`src/rtl/core/jct_pkg.sv`:
```
`default_nettype none
package jct_pkg;

  typedef logic [6:0] state_t;
  typedef logic [7:0] char_t;
  typedef logic [3:0] offset_t;

  // character classes of one byte
  typedef struct packed {
    logic ws;
    logic digit;
    logic hex;
    logic ctrl;
    logic expo;
  } char_class_t;

  // dense state codes
  localparam state_t S_EMPTY     = 7'd0;
  localparam state_t S_WS        = 7'd1;
  localparam state_t S_ERROR     = 7'd2;
  localparam state_t S_INVALID   = 7'd3;
  localparam state_t S_OBJ_START = 7'd4;
  localparam state_t S_OBJ_KEY   = 7'd5;
  localparam state_t S_OBJ_COLON = 7'd6;
  localparam state_t S_OBJ_END   = 7'd7;
  localparam state_t S_ARR_START = 7'd8;
  localparam state_t S_ARR_VALUE = 7'd9;
  localparam state_t S_ARR_END   = 7'd10;
  localparam state_t S_COUNT     = 7'd87;

  // group bases
  localparam state_t B_KEY_STR   = 7'd11;
  localparam state_t B_OBJ_STR   = 7'd21;
  localparam state_t B_ARR_STR   = 7'd31;
  localparam state_t B_OBJ_NUM   = 7'd41;
  localparam state_t B_ARR_NUM   = 7'd51;
  localparam state_t B_OBJ_TRUE  = 7'd61;
  localparam state_t B_ARR_TRUE  = 7'd65;
  localparam state_t B_OBJ_FALSE = 7'd69;
  localparam state_t B_ARR_FALSE = 7'd74;
  localparam state_t B_OBJ_NULL  = 7'd79;
  localparam state_t B_ARR_NULL  = 7'd83;

  // string group offsets
  localparam offset_t STR_START     = 4'd0;
  localparam offset_t STR_STRING    = 4'd1;
  localparam offset_t STR_ESC_START = 4'd2;
  localparam offset_t STR_ESC_END   = 4'd3;
  localparam offset_t STR_HEX_START = 4'd4;
  localparam offset_t STR_HEX0      = 4'd5;
  localparam offset_t STR_HEX1      = 4'd6;
  localparam offset_t STR_HEX2      = 4'd7;
  localparam offset_t STR_HEX_END   = 4'd8;
  localparam offset_t STR_END       = 4'd9;

  // number group offsets
  localparam offset_t NUM_START      = 4'd0;
  localparam offset_t NUM_MINUS      = 4'd1;
  localparam offset_t NUM_ZERO       = 4'd2;
  localparam offset_t NUM_NUMBER     = 4'd3;
  localparam offset_t NUM_FRAC_START = 4'd4;
  localparam offset_t NUM_FRACTION   = 4'd5;
  localparam offset_t NUM_EXP_START  = 4'd6;
  localparam offset_t NUM_EXP_SIGNED = 4'd7;
  localparam offset_t NUM_EXPONENT   = 4'd8;
  localparam offset_t NUM_END        = 4'd9;

  // literal group offsets
  localparam state_t LIT_OFF1    = 7'd1;
  localparam state_t LIT_OFF2    = 7'd2;
  localparam state_t LIT_OFF3    = 7'd3;
  localparam state_t LIT_OFF4    = 7'd4;
  localparam state_t TRUE_END    = 7'd3;
  localparam state_t FALSE_END   = 7'd4;
  localparam state_t NULL_END    = 7'd3;

  // characters
  localparam char_t CH_SPACE  = 8'h20;
  localparam char_t CH_TAB    = 8'h09;
  localparam char_t CH_LF     = 8'h0A;
  localparam char_t CH_CR     = 8'h0D;
  localparam char_t CH_LBRACE = 8'h7B;
  localparam char_t CH_RBRACE = 8'h7D;
  localparam char_t CH_LBRACK = 8'h5B;
  localparam char_t CH_RBRACK = 8'h5D;
  localparam char_t CH_COLON  = 8'h3A;
  localparam char_t CH_COMMA  = 8'h2C;
  localparam char_t CH_QUOTE  = 8'h22;
  localparam char_t CH_BSLASH = 8'h5C;
  localparam char_t CH_SLASH  = 8'h2F;
  localparam char_t CH_MINUS  = 8'h2D;
  localparam char_t CH_PLUS   = 8'h2B;
  localparam char_t CH_DOT    = 8'h2E;
  localparam char_t CH_0      = 8'h30;
  localparam char_t CH_9      = 8'h39;
  localparam char_t CH_UA     = 8'h41;
  localparam char_t CH_UE     = 8'h45;
  localparam char_t CH_UF     = 8'h46;
  localparam char_t CH_A      = 8'h61;
  localparam char_t CH_B      = 8'h62;
  localparam char_t CH_E      = 8'h65;
  localparam char_t CH_F      = 8'h66;
  localparam char_t CH_L      = 8'h6C;
  localparam char_t CH_N      = 8'h6E;
  localparam char_t CH_R      = 8'h72;
  localparam char_t CH_S      = 8'h73;
  localparam char_t CH_T      = 8'h74;
  localparam char_t CH_U      = 8'h75;
  localparam char_t CH_CTRL_MAX = 8'd31;
  localparam char_t CH_DEL      = 8'd127;

endpackage
`default_nettype wire

```
`src/rtl/core/jct_char_class.sv`:
```
`default_nettype none
module jct_char_class (
  input  wire jct_pkg::char_t       c,
  output jct_pkg::char_class_t      cls
);

  always_comb begin
    cls.ws    = (c == jct_pkg::CH_SPACE) || (c == jct_pkg::CH_TAB) ||
                (c == jct_pkg::CH_LF) || (c == jct_pkg::CH_CR);
    cls.digit = (c >= jct_pkg::CH_0) && (c <= jct_pkg::CH_9);
    cls.hex   = cls.digit ||
                ((c >= jct_pkg::CH_UA) && (c <= jct_pkg::CH_UF)) ||
                ((c >= jct_pkg::CH_A) && (c <= jct_pkg::CH_F));
    cls.ctrl  = (c <= jct_pkg::CH_CTRL_MAX) || (c == jct_pkg::CH_DEL);
    cls.expo  = (c == jct_pkg::CH_E) || (c == jct_pkg::CH_UE);
  end

endmodule
`default_nettype wire

```
`src/rtl/core/jct_next.sv`:
```
`default_nettype none
module jct_next (
  input  wire jct_pkg::state_t      s,
  input  wire jct_pkg::char_t       c,
  input  wire jct_pkg::char_class_t cls,
  output jct_pkg::state_t           nxt
);

  jct_pkg::state_t  wsi;
  jct_pkg::state_t  num_b;
  jct_pkg::offset_t num_off;
  jct_pkg::state_t  num_end;
  jct_pkg::state_t  str_b;
  jct_pkg::offset_t str_off;
  jct_pkg::state_t  vs;
  logic             in_num;
  logic             in_str;
  logic             obj_ctx;
  logic             lit_hit;
  jct_pkg::char_t   lit_char;

  always_comb begin
    wsi = cls.ws ? jct_pkg::S_WS : jct_pkg::S_INVALID;

    // number groups
    in_num  = (s >= jct_pkg::B_OBJ_NUM) &&
              (s <= jct_pkg::B_ARR_NUM + 7'(jct_pkg::NUM_END));
    num_b   = (s < jct_pkg::B_ARR_NUM) ? jct_pkg::B_OBJ_NUM : jct_pkg::B_ARR_NUM;
    num_off = 4'(s - num_b);
    // re-dispatch from number end
    if (num_b == jct_pkg::B_OBJ_NUM) begin
      num_end = (c == jct_pkg::CH_COMMA)  ? jct_pkg::S_OBJ_KEY :
                (c == jct_pkg::CH_RBRACE) ? jct_pkg::S_OBJ_END : wsi;
    end else begin
      num_end = (c == jct_pkg::CH_COMMA)  ? jct_pkg::S_ARR_VALUE :
                (c == jct_pkg::CH_RBRACK) ? jct_pkg::S_ARR_END : wsi;
    end

    // string groups
    in_str  = (s >= jct_pkg::B_KEY_STR) &&
              (s <= jct_pkg::B_ARR_STR + 7'(jct_pkg::STR_END));
    str_b   = (s < jct_pkg::B_OBJ_STR) ? jct_pkg::B_KEY_STR :
              (s < jct_pkg::B_ARR_STR) ? jct_pkg::B_OBJ_STR : jct_pkg::B_ARR_STR;
    str_off = 4'(s - str_b);

    // value start
    obj_ctx = (s == jct_pkg::S_OBJ_COLON);
    priority if (c == jct_pkg::CH_QUOTE) begin
      vs = obj_ctx ? jct_pkg::B_OBJ_STR : jct_pkg::B_ARR_STR;
    end else if (c == jct_pkg::CH_MINUS) begin
      vs = (obj_ctx ? jct_pkg::B_OBJ_NUM : jct_pkg::B_ARR_NUM) + 7'(jct_pkg::NUM_MINUS);
    end else if (c == jct_pkg::CH_0) begin
      vs = (obj_ctx ? jct_pkg::B_OBJ_NUM : jct_pkg::B_ARR_NUM) + 7'(jct_pkg::NUM_ZERO);
    end else if (c == jct_pkg::CH_LBRACE) begin
      vs = jct_pkg::S_OBJ_START;
    end else if (c == jct_pkg::CH_LBRACK) begin
      vs = jct_pkg::S_ARR_START;
    end else if (c == jct_pkg::CH_T) begin
      vs = obj_ctx ? jct_pkg::B_OBJ_TRUE : jct_pkg::B_ARR_TRUE;
    end else if (c == jct_pkg::CH_F) begin
      vs = obj_ctx ? jct_pkg::B_OBJ_FALSE : jct_pkg::B_ARR_FALSE;
    end else if (c == jct_pkg::CH_N) begin
      vs = obj_ctx ? jct_pkg::B_OBJ_NULL : jct_pkg::B_ARR_NULL;
    end else if (cls.digit) begin
      vs = (obj_ctx ? jct_pkg::B_OBJ_NUM : jct_pkg::B_ARR_NUM) + 7'(jct_pkg::NUM_NUMBER);
    end else begin
      vs = wsi;
    end

    // literal letters
    lit_hit  = 1'b1;
    lit_char = jct_pkg::CH_R;
    unique case (s)
      jct_pkg::B_OBJ_TRUE,  jct_pkg::B_ARR_TRUE:                lit_char = jct_pkg::CH_R;
      jct_pkg::B_OBJ_TRUE + jct_pkg::LIT_OFF1,
      jct_pkg::B_ARR_TRUE + jct_pkg::LIT_OFF1:                  lit_char = jct_pkg::CH_U;
      jct_pkg::B_OBJ_TRUE + jct_pkg::LIT_OFF2,
      jct_pkg::B_ARR_TRUE + jct_pkg::LIT_OFF2:                  lit_char = jct_pkg::CH_E;
      jct_pkg::B_OBJ_FALSE, jct_pkg::B_ARR_FALSE:               lit_char = jct_pkg::CH_A;
      jct_pkg::B_OBJ_FALSE + jct_pkg::LIT_OFF1,
      jct_pkg::B_ARR_FALSE + jct_pkg::LIT_OFF1:                 lit_char = jct_pkg::CH_L;
      jct_pkg::B_OBJ_FALSE + jct_pkg::LIT_OFF2,
      jct_pkg::B_ARR_FALSE + jct_pkg::LIT_OFF2:                 lit_char = jct_pkg::CH_S;
      jct_pkg::B_OBJ_FALSE + jct_pkg::LIT_OFF3,
      jct_pkg::B_ARR_FALSE + jct_pkg::LIT_OFF3:                 lit_char = jct_pkg::CH_E;
      jct_pkg::B_OBJ_NULL,  jct_pkg::B_ARR_NULL:                lit_char = jct_pkg::CH_U;
      jct_pkg::B_OBJ_NULL + jct_pkg::LIT_OFF1,
      jct_pkg::B_ARR_NULL + jct_pkg::LIT_OFF1,
      jct_pkg::B_OBJ_NULL + jct_pkg::LIT_OFF2,
      jct_pkg::B_ARR_NULL + jct_pkg::LIT_OFF2:                  lit_char = jct_pkg::CH_L;
      default:                                                  lit_hit = 1'b0;
    endcase

    nxt = jct_pkg::S_INVALID;
    if (s >= jct_pkg::S_COUNT) begin
      nxt = jct_pkg::S_INVALID;
    end else if (in_num) begin
      unique case (num_off)
        jct_pkg::NUM_MINUS: begin
          nxt = (c == jct_pkg::CH_0) ? num_b + 7'(jct_pkg::NUM_ZERO) :
                cls.digit ? num_b + 7'(jct_pkg::NUM_NUMBER) : jct_pkg::S_INVALID;
        end
        jct_pkg::NUM_ZERO: begin
          nxt = (c == jct_pkg::CH_DOT) ? num_b + 7'(jct_pkg::NUM_FRAC_START) :
                cls.expo ? num_b + 7'(jct_pkg::NUM_EXP_START) : num_end;
        end
        jct_pkg::NUM_NUMBER: begin
          nxt = cls.digit ? s :
                (c == jct_pkg::CH_DOT) ? num_b + 7'(jct_pkg::NUM_FRAC_START) :
                cls.expo ? num_b + 7'(jct_pkg::NUM_EXP_START) : num_end;
        end
        jct_pkg::NUM_FRAC_START: begin
          nxt = cls.digit ? num_b + 7'(jct_pkg::NUM_FRACTION) : jct_pkg::S_INVALID;
        end
        jct_pkg::NUM_FRACTION: begin
          nxt = cls.digit ? s :
                cls.expo ? num_b + 7'(jct_pkg::NUM_EXP_START) : num_end;
        end
        jct_pkg::NUM_EXP_START: begin
          nxt = ((c == jct_pkg::CH_PLUS) || (c == jct_pkg::CH_MINUS)) ?
                  num_b + 7'(jct_pkg::NUM_EXP_SIGNED) :
                cls.digit ? num_b + 7'(jct_pkg::NUM_EXPONENT) : jct_pkg::S_INVALID;
        end
        jct_pkg::NUM_EXP_SIGNED: begin
          nxt = cls.digit ? num_b + 7'(jct_pkg::NUM_EXPONENT) : jct_pkg::S_INVALID;
        end
        jct_pkg::NUM_EXPONENT: begin
          nxt = cls.digit ? s : num_end;
        end
        default: nxt = jct_pkg::S_ERROR;  // number start and end given as input
      endcase
    end else begin
      unique case (s)
        jct_pkg::S_OBJ_END, jct_pkg::S_ARR_END: begin
          nxt = cls.ws ? jct_pkg::S_WS : jct_pkg::S_ERROR;
        end
        jct_pkg::S_WS, jct_pkg::S_ERROR: nxt = jct_pkg::S_ERROR;
        jct_pkg::S_EMPTY: begin
          nxt = (c == jct_pkg::CH_LBRACE) ? jct_pkg::S_OBJ_START :
                (c == jct_pkg::CH_LBRACK) ? jct_pkg::S_ARR_START : wsi;
        end
        jct_pkg::S_OBJ_START, jct_pkg::S_OBJ_KEY: begin
          nxt = ((s == jct_pkg::S_OBJ_START) && (c == jct_pkg::CH_RBRACE)) ?
                  jct_pkg::S_OBJ_END :
                (c == jct_pkg::CH_QUOTE) ? jct_pkg::B_KEY_STR : wsi;
        end
        jct_pkg::B_KEY_STR + 7'(jct_pkg::STR_END): begin
          nxt = (c == jct_pkg::CH_COLON) ? jct_pkg::S_OBJ_COLON : wsi;
        end
        jct_pkg::S_OBJ_COLON: nxt = vs;
        jct_pkg::B_OBJ_STR + 7'(jct_pkg::STR_END),
        jct_pkg::B_OBJ_TRUE + jct_pkg::TRUE_END,
        jct_pkg::B_OBJ_FALSE + jct_pkg::FALSE_END,
        jct_pkg::B_OBJ_NULL + jct_pkg::NULL_END: begin
          nxt = (c == jct_pkg::CH_COMMA)  ? jct_pkg::S_OBJ_KEY :
                (c == jct_pkg::CH_RBRACE) ? jct_pkg::S_OBJ_END : wsi;
        end
        jct_pkg::S_ARR_START, jct_pkg::S_ARR_VALUE: begin
          nxt = ((s == jct_pkg::S_ARR_START) && (c == jct_pkg::CH_RBRACK)) ?
                  jct_pkg::S_ARR_END : vs;
        end
        jct_pkg::B_ARR_STR + 7'(jct_pkg::STR_END),
        jct_pkg::B_ARR_TRUE + jct_pkg::TRUE_END,
        jct_pkg::B_ARR_FALSE + jct_pkg::FALSE_END,
        jct_pkg::B_ARR_NULL + jct_pkg::NULL_END: begin
          nxt = (c == jct_pkg::CH_COMMA)  ? jct_pkg::S_ARR_VALUE :
                (c == jct_pkg::CH_RBRACK) ? jct_pkg::S_ARR_END : wsi;
        end
        default: begin
          if (in_str) begin
            unique case (str_off)
              jct_pkg::STR_START, jct_pkg::STR_STRING,
              jct_pkg::STR_ESC_END, jct_pkg::STR_HEX_END: begin
                nxt = (c == jct_pkg::CH_BSLASH) ? str_b + 7'(jct_pkg::STR_ESC_START) :
                      (c == jct_pkg::CH_QUOTE)  ? str_b + 7'(jct_pkg::STR_END) :
                      !cls.ctrl ? str_b + 7'(jct_pkg::STR_STRING) : wsi;
              end
              jct_pkg::STR_ESC_START: begin
                if ((c == jct_pkg::CH_QUOTE) || (c == jct_pkg::CH_BSLASH) ||
                    (c == jct_pkg::CH_SLASH) || (c == jct_pkg::CH_B) ||
                    (c == jct_pkg::CH_F) || (c == jct_pkg::CH_N) ||
                    (c == jct_pkg::CH_R) || (c == jct_pkg::CH_T)) begin
                  nxt = str_b + 7'(jct_pkg::STR_ESC_END);
                end else if (c == jct_pkg::CH_U) begin
                  nxt = str_b + 7'(jct_pkg::STR_HEX_START);
                end else begin
                  nxt = jct_pkg::S_INVALID;
                end
              end
              jct_pkg::STR_HEX_START, jct_pkg::STR_HEX0,
              jct_pkg::STR_HEX1, jct_pkg::STR_HEX2: begin
                nxt = cls.hex ? s + jct_pkg::LIT_OFF1 : jct_pkg::S_INVALID;
              end
              default: nxt = jct_pkg::S_INVALID;
            endcase
          end else if (lit_hit) begin
            nxt = (c == lit_char) ? s + jct_pkg::LIT_OFF1 : jct_pkg::S_INVALID;
          end else begin
            nxt = jct_pkg::S_INVALID;
          end
        end
      endcase
    end
  end

endmodule
`default_nettype wire

```
`src/rtl/core/json_char_transition.sv`:
```
`default_nettype none
// result: a beat taken at the edge where start is high and busy is low shows its
//   next_state through the input register and the result register, with done high for exactly one cycle
// throughput: one beat per clock; busy is held low, and the transition logic sits
//   between the input register and the result register
// reset: synchronous active-high rst clears the valid and done flags; no results
//   are produced until new beats arrive, and the receiver cannot stall the output
module json_char_transition (
  input  wire                   clk,
  input  wire                   rst,
  input  wire                   start,
  output logic                  busy,
  input  wire jct_pkg::state_t  current_state,
  input  wire jct_pkg::char_t   char_byte,
  output logic                  done,
  output jct_pkg::state_t       next_state
);

  // input register stage
  logic                  valid_q;
  jct_pkg::state_t       state_q;
  jct_pkg::char_t        char_q;

  // combinational transition
  jct_pkg::char_class_t  cls;
  jct_pkg::state_t       next_state_next;

  // no internal backpressure: every cycle can take a new beat
  assign busy = 1'b0;

  always_ff @(posedge clk) begin
    if (rst) begin
      valid_q <= 1'b0;
    end else begin
      valid_q <= start && !busy;
    end
  end

  // payload needs no reset
  always_ff @(posedge clk) begin
    if (start && !busy) begin
      state_q <= current_state;
      char_q  <= char_byte;
    end
  end

  // classify the byte once, shared by every arm of the transition
  jct_char_class u_char_class (
    .c   (char_q),
    .cls (cls)
  );

  // next-state logic; number end re-dispatch is folded into this one pass
  jct_next u_next (
    .s   (state_q),
    .c   (char_q),
    .cls (cls),
    .nxt (next_state_next)
  );

  // result register: done is a one-cycle strobe per beat
  always_ff @(posedge clk) begin
    if (rst) begin
      done <= 1'b0;
    end else begin
      done <= valid_q;
    end
  end

  always_ff @(posedge clk) begin
    if (valid_q) begin
      next_state <= next_state_next;
    end
  end

`ifndef SYNTHESIS
  // every accepted beat yields its strobe after the input and result registers
  a_beat_to_done: assert property (@(posedge clk) disable iff (rst)
    (start && !busy) |-> ##2 done)
    else $error("accepted beat produced no result strobe");

  // result code always a defined state
  a_code_range: assert property (@(posedge clk) disable iff (rst)
    done |-> (next_state < jct_pkg::S_COUNT))
    else $error("next_state out of code range");

  // unused input codes map to invalid
  a_unused_code: assert property (@(posedge clk) disable iff (rst)
    (valid_q && (state_q >= jct_pkg::S_COUNT)) |=> (next_state == jct_pkg::S_INVALID))
    else $error("unused state code did not give invalid");

  // marker states whitespace and error always lead to error
  a_marker_error: assert property (@(posedge clk) disable iff (rst)
    (valid_q && ((state_q == jct_pkg::S_WS) || (state_q == jct_pkg::S_ERROR)))
      |=> (next_state == jct_pkg::S_ERROR))
    else $error("marker state did not go to error");

  // invalid state is sticky
  a_invalid_sticky: assert property (@(posedge clk) disable iff (rst)
    (valid_q && (state_q == jct_pkg::S_INVALID)) |=> (next_state == jct_pkg::S_INVALID))
    else $error("invalid state left invalid");
`endif

endmodule
`default_nettype wire

```
`config.mk`:
```
export PLATFORM = sky130hd
export DESIGN_NAME = json_char_transition
export DESIGN_NICKNAME = d
export VERILOG_FILES = /design/src/rtl/core/jct_pkg.sv /design/src/rtl/core/jct_char_class.sv /design/src/rtl/core/jct_next.sv /design/src/rtl/core/json_char_transition.sv
export SDC_FILE = /design/constraint.sdc
export NUM_CORES = 1
export LEC_CHECK = 0
export BUFFER_PORTS_ARGS = -buffer_cell sky130_fd_sc_hd__buf_2
export CAP_MARGIN = 20
export CORE_MARGIN = 4
export CORE_UTILIZATION = 55
export CTS_CLUSTER_SIZE = 24
export DETAILED_ROUTE_END_ITERATION = 6
export GPL_TIMING_DRIVEN = 0
export PLACE_DENSITY = 0.82
export SETUP_SLACK_MARGIN = 0.2
export SLEW_MARGIN = 25
export SYNTH_ARGS = -nofsm -noshare
export SYNTH_HDL_FRONTEND = slang
export SYNTH_SLANG_ARGS = --single-unit
```
`constraint.sdc`:
```
create_clock -name clk -period 6.5 [get_ports clk]
set_input_delay 1.3 -clock clk [delete_from_list [all_inputs] [get_ports clk]]
set_output_delay 1.3 -clock clk [all_outputs]
set_load 0.1 [all_outputs]
```
Word level (Yosys, flattened, before mapping)
Cells that the tools add are included.

Register bits after elaboration: 24. Output and inout port bits: 9. Word-level logic and storage cells: 213.

Add/subtract/negate cells: 18. $lt $le $gt $ge: 15. Equality and inequality tests: 82. Muxes and demuxes: 55. Reductions and logical operators: 38.

Operators with widths (count): $mux 7 (41); $eq 7x7->1 const B (23); $eq 8x7->1 const B (14); $eq 8x6->1 const B (9); $pmux 7 s9 (1); $pmux 7 s8 (1); $eq 4x3->1 const B (8); $add 6x3->7 const B (4); $eq 7x3->1 const B (4); $eq 7x6->1 const B (4); $pmux 5 s5 (1); $eq 8x4->1 const B (3); $reduce_or 4->1 (6); $add 6x2->7 const B (3); $add 7x2->7 const B (3); $eq 7x4->1 const B (3); $pmux 7 s3 (1); $mux 5 (4); $reduce_or 20->1 (1); $eq 4x2->1 const B (4); $ge 8x7->1 const B (2); $le 8x7->1 const B (2); $logic_or 1x1->1 (15); $add 7x1->7 const B (2); 29 further kinds (49).

Logic depth before layout (Yosys ltp)
Word-level depth: 17. Gate-level depth with buffers: 16. Mapped depth without buffers: 12.

Modules after synthesis
Synthesis repeated with hierarchy kept, for this count alone.

Cell total of the unflattened synthesis: 505. Area, all modules: 3716.1 um^2.

By module, submodules not included: jct_next (times used 1, cells an instance 454, area each 2856.5 um^2, sequential area each 0.0 um^2); json_char_transition (times used 1, cells an instance 28, area each 724.4 um^2, sequential area each 700.7 um^2); jct_char_class (times used 1, cells an instance 23, area each 135.1 um^2, sequential area each 0.0 um^2).

Least setup slack after synthesis
Ideal clock, no wire load.

Path type: reg2reg. From: register state_q[2]. To: register next_state[0] (data pin). Arrival time: 3499 ps. Required time: 6223 ps. Path slack: 2724 ps. Cell stages (with the launch flop): 17. Path buffers: 4. Cell sequence: edfxtp_1 > buf_4 > buf_2 > a211o_1 > a31o_2 > inv_1 > buf_2 > ha_1 > clkbuf_1 > a21oi_1 > mux2i_1 > o221a_2 > o211a_1 > nor2_1 > o32a_1 > o21ai_0 > nand3_1.

Word-level cells in the longest chain between the ends: 12. Elaborated cells on any way between the ends: 124.

RTL lines: start, declared (RTL line json_char_transition.sv:21) `jct_pkg::state_t state_q;`; start signal, assigned (RTL line json_char_transition.sv:42) `state_q <= current_state;`; branches (longest 12 deep; another with $lt 7x5->1); end signal, assigned (RTL line json_char_transition.sv:72) `next_state <= next_state_next;`; end, declared (RTL line json_char_transition.sv:16) `output jct_pkg::state_t next_state`.

Several ways; the timed one is not identified. A chain may end at the register's enable or synchronous reset.

Worst setup path after layout
From: register state_q[2]. To: register next_state[1] (data pin).

Word-level cells in the longest chain between the ends: 15. Elaborated cells on any way between the ends: 143.

RTL lines: $eq 7x3->1 (RTL line jct_next.sv:47, jct_next.sv:133); $mux 5 (RTL line jct_next.sv:51, jct_next.sv:53, jct_next.sv:65); $add 7x2->7 (RTL line jct_next.sv:65) `vs = (obj_ctx ? jct_pkg::B_OBJ_NUM : jct_pkg::B_ARR_NUM) + 7'(jct_pkg::NUM_NUMBER);`; $mux 7 (RTL line jct_next.sv:64) `end else if (cls.digit) begin`; $mux 7 (RTL line jct_next.sv:62) `end else if (c == jct_pkg::CH_N) begin`; $mux 7 (RTL line jct_next.sv:60) `end else if (c == jct_pkg::CH_F) begin`; $mux 7 (RTL line jct_next.sv:58) `end else if (c == jct_pkg::CH_T) begin`; $mux 7 (RTL line jct_next.sv:56) `end else if (c == jct_pkg::CH_LBRACK) begin`; $mux 7 (RTL line jct_next.sv:54) `end else if (c == jct_pkg::CH_LBRACE) begin`; $mux 7 (RTL line jct_next.sv:52) `end else if (c == jct_pkg::CH_0) begin`; $mux 7 (RTL line jct_next.sv:50) `end else if (c == jct_pkg::CH_MINUS) begin`; $mux 7 (RTL line jct_next.sv:48) `priority if (c == jct_pkg::CH_QUOTE) begin`; $mux 7 (RTL line jct_next.sv:159) `nxt = ((s == jct_pkg::S_ARR_START) && (c == jct_pkg::CH_RBRACK)) ?`; $pmux 7 s9 (RTL line jct_next.sv:133) `unique case (s)`; $mux 7 (RTL line jct_next.sv:97) `end else if (in_num) begin`.

Parallel ways exist; a longest one is shown, timed or not.

==> flow_summary.yaml <==
floorplan:
  coreArea_um2: 6310
  io_pins: 27
  row_count: 29
  dieArea_um2: 7810
  start_util: 0.562
  fp.dieW_um: 88.4
  die_y_um: 88.4
clocking:
  post_cts_resized: 0
  post-cts-setup-buffers: 0
  cts_sinks: 24
  clkLatencyLatePin_ps: 280
  cts.path.max_buffers: 2
  tritoncts: "done"
  path_clk_slew_ps: 100
  root_buffer: "clkbuf_8"
  hold_buffers: 0
  htree_levels: 1
  cts_made_buffers: 3
worst_setup_path:
  path_max_fanout: 10
  worstPathArrival_ps: 4490
  reg2reg_slack_ps: 2050
  setup.worst_path.class: "reg -> reg"
  start_kind: "flip-flop"
  required_ps: 6540
  worst_setup_path_end_kind: "flip-flop"
  reg2reg_to: "next_state[1]"
  reg2reg_depth: 15
  r2r_start: "state_q[2]"
logic_synthesis:
  synthCells: 470
  syn-num-nets: 495
  ys_types: 78
  synth-seq-cells: 24
  synth_edf_count: 22
  yosysSeqAreaShare: 0.197
  synthArstFlopShare: 0
  avgSynthCellArea_um2: 7.56
  synth_area_um2: 3550
  synthFlopType: "edfxtp_1"
  yosys_warnings: 0
timing:
  grt_setup_unrepaired: "no"
  hold_viol_final: 0
  tightestPinTransition_ps: 1010
  hold_slack_ps: 617
  min_period_ps: 4450
  slew_violations: 0
  max_freq_mhz: 225
  clock_skew_ps: 2.85
  setup_slack_ps: 2050
  tns_ps: 0
  finalCritPeriodShare: 0.684
  timing.slew.headroom: 0.317
  finalSetupViolCount: 0
grt:
  grt_antenna_before_repair: 0
  grt_pass1_vias: 3774
  grt-ovfl-total: 0
  grt-busiest-layer: "met2"
  grt_max_degree: 17
  gr-usage-met1: 0.420
  grt_util_all_layers: 0.317
  grt_pass1_wl_um: 19400
  use_met2: 0.508
  use_met3: 0.0363
routing:
  dr.pass1.iters: 6
  routedWlPerCell_um: 21.5
  route.vias.total: 4249
  drc_errors: 0
  vias_per_cell: 7.38
  drt-total-wl_um: 12400
  antenna_left: 0
  drt_iter0_drc: 621
final_layout:
  drive_gt1_frac: 0.122
  num_antenna_cells: 0
  post-route-util: 0.610
  mostFrequentLayoutCells: "41 x nand2_1, 36 x buf_2, 34 x nor2_1, 32 x o21ai_0, 26 x a21oi_1"
  syn_to_final_growth_pct: 8.42
  stdcell_area_um2: 3850
  fin_nets: 525
  layout_commonest_cell: "nand2_1"
outcome:
  outcome: "finished, final reports clean"
power_and_ir_drop:
  pwr_density_cell_nw_per_um2: 168
  p_int_w: 0.000366
  peakVddDrop_v: 0.000116
  p_comb_frac: 0.482
  p_clk_frac: 0.219
  leakagePower_nw: 1.40
  seqPwrFrac: 0.299
  swShare: 0.434
  p_switching_w: 0.000281
placement:
  placed_cell_area_um2: 3770
  place_congestion: 1.02
  place_ws_ps: 2150
  io_buffers: 25
  dp.final_hpwl_um: 9280
worst_hold_path:
  hold_path_depth: 0
  hp-start: "valid_q"
  worstHoldPathType: "reg -> reg"
  hold_path_end: "next_state[1]"
job:
  drv_cap: 0
[power groups by stage]
stage	Clock (W)	Combinational, W	Sequential (W)
6_report	0.000142	0.000311	0.000193
5_1_grt	0.000146	0.000331	0.000194
3_5_place_dp	0	0.000298	0.000196
2_1_floorplan	0	0.000200	0.000222
3_3_place_gp	0	0.000294	0.000195
4_1_cts	0.000142	0.000299	0.000193
[worst max-delay path: stages, from the launching register on]
cell and delay [ps]:
edfxtp_1 530, buf_4 230, buf_2 200, a211o_1 250
a31o_2 300, inv_1 110, buf_2 230, ha_1 260
clkbuf_1 200, a21oi_1 390, mux2i_1 300, o221ai_1 300
a21oi_1 260, nand4b_1 130, a22o_1 270, a211o_1 240
[metal layers]
| metal | part of all wire | vias to the layer above | wire, um |
|---|---|---|---|
| met5 | 0 | - | 0 |
| met4 | 0.055 | 0 | 677 |
| met3 | 0.12 | 81 | 1500 |
| met2 | 0.44 | 370 | 5500 |
| met1 | 0.38 | 1910 | 4720 |
| li1 | - | 1888 | - |
[how the worst max path moves through the flow]
| stage | from | to | slack [ps] | cells past startpoint |
|---|---|---|---|---|
| after floorplan | state_q[2] | next_state[0] | 2720 | 16 |
| after global routing | state_q[2] | next_state[4] | 1720 | 15 |
| after detailed placement | state_q[2] | next_state[4] | 2150 | 15 |
| after CTS | state_q[2] | next_state[4] | 2130 | 15 |
| after global placement | state_q[2] | next_state[4] | 2240 | 15 |
| final | state_q[2] | next_state[1] | 2050 | 15 |
[cells in the mapped netlist (4+ instances only)]
cell type / number / share of area
nand2_1: 41 / 0.043
nor2_1: 34 / 0.036
o21ai_0: 32 / 0.045
a21oi_1: 26 / 0.037
clkbuf_1: 25 / 0.026
edfxtp_1: 22 / 0.19
nand3_1: 15 / 0.021
nor2b_1: 14 / 0.025
and3_1: 12 / 0.021
o22ai_1: 12 / 0.021
buf_2: 11 / 0.016
a211oi_1: 10 / 0.021
nor3_1: 10 / 0.014
o211ai_1: 9 / 0.019
xnor2_1: 9 / 0.022
mux2i_1: 8 / 0.023
a211o_1: 7 / 0.017
a22oi_1: 7 / 0.015
ha_1: 7 / 0.025
inv_1: 7 / 0.0074
nand3b_1: 7 / 0.015
or2_2: 7 / 0.012
a21o_1: 6 / 0.013
a31oi_1: 6 / 0.011
and4_1: 6 / 0.015
nand4_1: 6 / 0.011
nor3b_1: 6 / 0.013
nor4_1: 6 / 0.011
o21ai_1: 6 / 0.0085
a22o_1: 5 / 0.012
nand4b_1: 5 / 0.012
o221ai_1: 5 / 0.012
and2_1: 4 / 0.0070
nand2b_1: 4 / 0.0070
o211a_1: 4 / 0.011
xor2_1: 4 / 0.0099
[flip-flops by register name, summed over array words and instances, names as in the netlist]
| name | cells |
|---|---|
| state_q | 7 |
| valid_q | 1 |
| next_state | 7 |
| done | 1 |
| char_q | 8 |
[metrics by stage]
step / power (W) / std cells
2_1_floorplan: 0.000421 / 470
3_3_place_gp: 0.000489 / 572
3_5_place_dp: 0.000494 / 572
4_1_cts: 0.000634 / 576
5_1_grt: 0.000671 / 576
6_report: 0.000647 / 576
[area by class of cell]
type,instances,area [um^2]
Sequential cell,24,701
Clock inverter,1,30.0
Inverter,7,26.3
Tap cell,77,96.3
Clock buffer,3,41.3
Fill cell,604,2460
Multi-Input combinational cell,400,2660
Timing Repair Buffer,25,125
Buffer,39,168
[logic make-up (layout without fill, tap and decap cells)]
group | after synthesis | after routing | share of synthesized area
compound gates | 169 | 169 | 0.337
xor+xnor | 14 | 14 | 0.0384
fa+ha+maj | 7 | 7 | 0.0247
buf+inv | 46 | 75 | 0.0546
flops | 24 | 24 | 0.197
mux | 11 | 11 | 0.0321
other cells | 1 | 1 | 0.00106
simple gates | 198 | 198 | 0.315
Power figures use the tool's default switching activity.
